**src/hdl/pwc_pkg.sv**
```systemverilog
// ----------------------------------------------------------------------------
// pwc_pkg
// shared types, constants and helpers of the potts wolff cluster update block
// ----------------------------------------------------------------------------
package pwc_pkg;

	localparam int unsigned SIDE_DEFAULT   = 128;
	localparam int unsigned STATES_DEFAULT = 4;

	localparam logic [31:0] THRESH_RESET = 32'd1883444531;
	localparam logic [31:0] SEED_RESET   = 32'd12345;

	localparam logic REG_ADD_THRESHOLD = 1'b0;
	localparam logic REG_RNG_SEED      = 1'b1;

	typedef struct packed {
		logic        func;
		logic [13:0] site;
		logic [1:0]  spin_value;
	} in_t;

	typedef struct packed {
		logic [14:0] cluster_size;
		logic [14:0] largest_count;
		logic [16:0] magnetization;
		logic        status;
	} out_t;

	typedef enum logic [1:0] {
		NB_ROW_NEXT,
		NB_ROW_PREV,
		NB_COL_NEXT,
		NB_COL_PREV
	} nb_dir_t;

	typedef enum logic [3:0] {
		ST_CLEAR,
		ST_IDLE,
		ST_RD_SITE,
		ST_DECIDE,
		ST_DIV_ROOT,
		ST_PUSH_ROOT,
		ST_POP,
		ST_CUR,
		ST_NB_RD,
		ST_NB_CHK,
		ST_MAX,
		ST_MAG,
		ST_MAG_WAIT,
		ST_DONE
	} state_t;

	typedef struct packed {
		logic in_take;
		logic clr_step;
		logic rd_site;
		logic wr_site;
		logic set_same;
		logic div_site;
		logic div_mag;
		logic push_root;
		logic pop;
		logic cur_take;
		logic rd_nb;
		logic nb_check;
		logic max_take;
		logic out_load;
	} cmd_t;

	typedef struct packed {
		logic clr_last;
		logic in_ok;
		logic func;
		logic same;
		logic div_busy;
		logic stack_empty;
		logic k_last;
		logic out_free;
	} stat_t;

	function automatic logic [31:0] xorshift32(input logic [31:0] s);
		logic [31:0] x;
		x = s;
		x = x ^ (x << 13);
		x = x ^ (x >> 17);
		x = x ^ (x << 5);
		return x;
	endfunction

endpackage

```
**src/hdl/pwc_ctrl.sv**
```systemverilog
// ----------------------------------------------------------------------------
// pwc_ctrl
// sequencer of loads, cluster growth and result generation
// ----------------------------------------------------------------------------
module pwc_ctrl (
	input  logic           clk,
	input  logic           arst_n,
	input  logic           in_valid,
	output logic           in_ready,
	input  pwc_pkg::stat_t stat,
	output pwc_pkg::cmd_t  cmd
);
	import pwc_pkg::*;

	state_t state_q, state_d;

	always_ff @(posedge clk or negedge arst_n) begin
		if (!arst_n) begin
			state_q <= ST_CLEAR;
		end else begin
			state_q <= state_d;
		end
	end

	always_comb begin
		state_d  = state_q;
		cmd      = '0;
		in_ready = 1'b0;
		case (state_q)
			ST_CLEAR: begin
				cmd.clr_step = 1'b1;
				if (stat.clr_last) begin
					state_d = ST_IDLE;
				end
			end
			ST_IDLE: begin
				in_ready = 1'b1;
				if (in_valid) begin
					cmd.in_take = 1'b1;
					state_d     = ST_RD_SITE;
				end
			end
			ST_RD_SITE: begin
				if (stat.in_ok) begin
					cmd.rd_site = 1'b1;
					state_d     = ST_DECIDE;
				end else begin
					state_d = ST_MAX;
				end
			end
			ST_DECIDE: begin
				if (!stat.func) begin
					cmd.wr_site = 1'b1;
					state_d     = ST_MAX;
				end else if (stat.same) begin
					cmd.set_same = 1'b1;
					state_d      = ST_MAX;
				end else begin
					cmd.wr_site  = 1'b1;
					cmd.div_site = 1'b1;
					state_d      = ST_DIV_ROOT;
				end
			end
			ST_DIV_ROOT: begin
				if (!stat.div_busy) begin
					state_d = ST_PUSH_ROOT;
				end
			end
			ST_PUSH_ROOT: begin
				cmd.push_root = 1'b1;
				state_d       = ST_POP;
			end
			ST_POP: begin
				if (stat.stack_empty) begin
					state_d = ST_MAX;
				end else begin
					cmd.pop = 1'b1;
					state_d = ST_CUR;
				end
			end
			ST_CUR: begin
				cmd.cur_take = 1'b1;
				state_d      = ST_NB_RD;
			end
			ST_NB_RD: begin
				cmd.rd_nb = 1'b1;
				state_d   = ST_NB_CHK;
			end
			ST_NB_CHK: begin
				cmd.nb_check = 1'b1;
				state_d      = stat.k_last ? ST_POP : ST_NB_RD;
			end
			ST_MAX: begin
				cmd.max_take = 1'b1;
				state_d      = ST_MAG;
			end
			ST_MAG: begin
				cmd.div_mag = 1'b1;
				state_d     = ST_MAG_WAIT;
			end
			ST_MAG_WAIT: begin
				if (!stat.div_busy) begin
					state_d = ST_DONE;
				end
			end
			ST_DONE: begin
				if (stat.out_free) begin
					cmd.out_load = 1'b1;
					state_d      = ST_IDLE;
				end
			end
			default: begin
				state_d = ST_IDLE;
			end
		endcase
	end

`ifndef SYNTHESIS
	a_take_idle: assert property (@(posedge clk) disable iff (!arst_n)
		cmd.in_take |-> state_q == ST_IDLE)
		else $error("item taken outside idle");
	a_push_after_div: assert property (@(posedge clk) disable iff (!arst_n)
		cmd.push_root |-> $past(state_q) == ST_DIV_ROOT && !stat.div_busy)
		else $error("root pushed before division done");
	a_load_free: assert property (@(posedge clk) disable iff (!arst_n)
		cmd.out_load |-> stat.out_free)
		else $error("result loaded over pending result");
`endif

endmodule

```
**config.mk**
```make
export PLATFORM = sky130hd
export DESIGN_NAME = pwc_ctrl
export DESIGN_NICKNAME = d
export VERILOG_FILES = /design/src/hdl/pwc_pkg.sv /design/src/hdl/pwc_ctrl.sv
export SDC_FILE = /design/constraint.sdc
export NUM_CORES = 1
export LEC_CHECK = 0
export BUFFER_PORTS_ARGS = -buffer_cell sky130_fd_sc_hd__buf_2
export CAP_MARGIN = 20
export CORE_AREA = 2 2 39 41
export DETAILED_ROUTE_END_ITERATION = 16
export DIE_AREA = 0 0 41 43
export HOLD_SLACK_MARGIN = 0.15
export PLACE_DENSITY = 0.67
export SLEW_MARGIN = 20
export SYNTH_ARGS = -nofsm -noshare
export SYNTH_HDL_FRONTEND = slang
export SYNTH_SLANG_ARGS = --single-unit
```
**constraint.sdc**
```tcl
create_clock -name clk -period 2.85 [get_ports clk]
set_input_delay 0 -clock clk [delete_from_list [all_inputs] [get_ports clk]]
set_output_delay 0 -clock clk [all_outputs]
set_load 0.01 [all_outputs]
```
Word level (Yosys, flattened, before mapping)
Cells that the tools add are included.
Widths: inputs -> output; s select.
- eq/ne operators: 18
- muxes and demuxes: 32
- reduce and logical (&&, ||, !) cells: 2
- operator list (operator ; number):
    $pmux 4 s14 ; 1
    $mux 4 ; 10
    $eq 4x4->1 const B ; 6
    $mux 1 ; 19
    $eq 4x3->1 const B ; 4
    $ne 2x2->1 const B ; 5
    $eq 4x2->1 const B ; 2
    $reduce_and 5->1 ; 1
    $eq 4x1->1 const B ; 1
    $logic_not 4->1 ; 1
    $mux 3 ; 1
    $mux 2 ; 1
- register bits after elaboration: 4
- output and inout bits: 15
- logic and storage cells: 53

Depth between registers and ports, before layout
- depth after elaboration: 3
- depth in mapped cells: 5
- depth with buffers taken out: 4

Worst setup path after synthesis
No wires, ideal clock.
- kind: flip-flop to flip-flop
- start: register state_q[3]
- end: register state_q[2]
- data arrival time: 1.184 ns
- slack: 1.597 ns
- cell stages (with the launch flop): 6
- path buffers: 1
- period minus slack after synthesis: 1.253 ns
- cells stage by stage: dfrtp_1 > buf_2 > nand2b_1 > nor3_1 > nor2_1 > nand3_1
- longest elaborated chain between the ends: 3
- elaborated cells on any way between the ends: 21
- classes of those cells: 18 x eq/ne; 1 x mux; 2 x reduce/logical
- RTL lines (what ; RTL line ; source):
    from (decl) ; pwc_ctrl.sv:15 ; state_t state_q, state_d;
    from (signal assigned) ; pwc_ctrl.sv:21 ; state_q <= state_d;
    $eq 4x3->1, or another cell as far along ; pwc_ctrl.sv:29 ; case (state_q)
    $ne 2x2->1 (no line) ; n/a ;
    $reduce_and 5->1 (no line) ; n/a ;
Several ways; a longest one is shown, not always the timed one.
A chain may end at the register's enable or synchronous reset.

==> impl_metrics.yaml <==
synthesis:
  synth_fp_nets: 82
  synth-seq-area-share_pct: 20.0
  syn-cell-area_sq_um: 500
  synthCells: 71
  ys_ff_latch: 4
  synthDistinctLibCells: 30
  syn_area_per_cell_sq_um: 7.05
  yosysWarningCount: 0
clock_tree:
  cts_sinks: 4
  cts_tree: "built"
  h-tree-depth: 1
  post_cts_buffers: 0
  clk_latency_ns: 0.25
  cts-buffers-inserted: 3
  clk_pin_slew_ns: 0.04
  root_buffer: "clkbuf_4"
  ctsHoldBuffers: 3
  post_cts_resized: 0
  clk_path_buf_depth: 2
timing:
  slew_headroom_pct: 65.7
  skew_ns: 0.00918
  worst_slack_ns: 1.24
  period_share_pct: 56.3
  finalCriticalPeriod_ns: 1.61
  fmax_mhz: 623
  worstMarginPinSlew_ns: 0.514
  hold_violations: 0
  setup_viol: 0
  final.setup.tns_ns: 0
  hold_ws_ns: 0.191
  rsz0062_at_grt: "no"
  maxSlewViolCount: 0
finish:
  final_common_cell: "buf_2"
  drive_gt1_share_pct: 35.4
  top_register: "state_q"
  nets: 109
  largest_reg_flops: 4
  area_growth_pct: 32.5
  antennaDiodeCount: 0
  final_cell_mix: "buf_2, nor2_1, nand2_1, nand2b_1, nor3_1"
  reg.largest.list: "state_q (4)"
pwr:
  power.total_uw: 667
  p_leak_nw: 0.331
  p_per_area_nw_per_um2: 1010
  peakVddDrop_uv: 583
route:
  num_vias: 599
  finalWirelength_microns: 1360
  drc: 0
  drt_iter0_drc: 24
  drt-vias-per-instance: 5.35
  dr.pass1.iters: 4
  avgRoutedWirePerCell_microns: 12.1
  drtAntennaViolNets: 0
worst_setup_path:
  crit_fanout: 16
  startpoint_type: "flip-flop"
  crit_arrival_ns: 1.61
  endpoint_kind: "primary output"
  ff2ff_setup_slack_ns: 1.31
  crit_type: "flip-flop to primary output"
  critPathRequiredTime_ns: 2.85
global_route:
  antenna_found_initial: 0
  grt_max_degree: 19
  grt_pass1_wl_microns: 2260
  grt_pass1_vias: 534
  overflow: 0
  grt_use_total_pct: 19.2
place:
  io_buffers: 25
  dp_hpwl_microns: 978
  place.gp.congestion: 0.794
  dp_worst_setup_slack_ns: 1.34
status:
  status: "finished, final reports clean"
die:
  start_util_pct: 36.2
  dieArea_sq_um: 1760
  rows: 14
  fp.dieW_microns: 41
  core_area_sq_um: 1380
  fp.dieH_microns: 43
  ioPinCount: 26
hold_path:
  worstHoldPathType: "input port to flip-flop"
run:
  cap_violations: 0
==> metrics by stage <==
stage | util [%] | cells | cell area (sq um)
floorplan | - | 71 | 500
finish | 47.9 | 112 | 663
global placement | 44.1 | 106 | 611
global route | 47.9 | 112 | 663
CTS | 47.9 | 112 | 663
detailed placement | 44.1 | 106 | 611
==> report_power, final <==
group	leakage (nW)	switching, mW	internal, mW
clock network	0.0138	0.0275	0.0474
registers	0.0487	0.105	0.0865
logic	0.268	0.218	0.183
==> area by class of cell <==
cell class / count / area, sq um
multi-input cells: 58 / 354
inverters: 3 / 11.3
clock buffers: 3 / 22.5
well taps: 16 / 20.0
flip-flops and latches: 4 / 100
fillers: 137 / 721
repair buffers: 28 / 155
==> logic make-up (layout without fill, tap and decap cells) <==
group | after synthesis | in the layout | synth area share (%)
flip-flops | 4 | 4 | 20.0
AND/OR/NAND/NOR | 42 | 42 | 43.5
buffers and inverters | 9 | 34 | 9.25
AO/OA/AOI/OAI | 16 | 16 | 27.2
==> cell usage after synthesis <==
library cell  instances  share of area, %
a211oi_2              1               2.5
a21oi_1               5               5.0
a22oi_1               1               1.5
a32oi_1               1               1.8
and2_1                1               1.3
and3_1                1               1.3
and3b_4               1               2.5
buf_2                 4               4.0
buf_6                 1               2.2
clkbuf_1              1              0.75
dfrtp_1               4                20
inv_1                 3               2.2
nand2_1               8               6.0
nand2b_1              6               7.5
nand3_1               1               1.0
nor2_1               11               8.3
nor2_2                1               1.3
nor2b_1               3               3.8
nor3_1                6               6.0
nor3_2                1               2.0
nor3b_1               1               1.5
o211a_1               1               2.0
o21ai_0               1               1.0
o21ai_4               1               3.3
o221a_1               1               2.2
o221ai_2              1               3.0
o22ai_1               1               1.3
o311ai_1              1               1.8
o32a_1                1               2.0
or2_1                 1               1.3
==> layer usage <==
layer  wire (microns)  GRT usage [%]  share of wire (%)  vias to the layer above
met5                0              0                  0                        -
met4               38           12.0                2.8                        0
met3               77           3.14                5.7                        5
met2              673           28.7                 50                       25
met1              569           24.1                 42                      271
li1                 -              -                  -                      298
==> worst max-delay path, stage by stage (launching register included) <==
cell and delay (ns):
dfrtp_1 0.65, nand2_1 0.25, nor3_1 0.28, buf_2 0.17
==> path summary, 6_finish.rpt <==
check / cells past startpoint / from / to
worst max-delay path: 3 / state_q[1]$_DFFE_PN0P_ / cmd[8]
min in group asynchronous: 3 / arst_n / state_q[1]$_DFFE_PN0P_
worst min-delay path: 5 / stat[2] / state_q[3]$_DFFE_PN0P_
worst max register to register: 4 / state_q[0]$_DFFE_PN0P_ / state_q[0]$_DFFE_PN0P_
max in group asynchronous: 3 / arst_n / state_q[2]$_DFFE_PN0P_
worst min register to register: 3 / state_q[2]$_DFFE_PN0P_ / state_q[3]$_DFFE_PN0P_
Note: power is estimated with default switching activity, not from simulation.
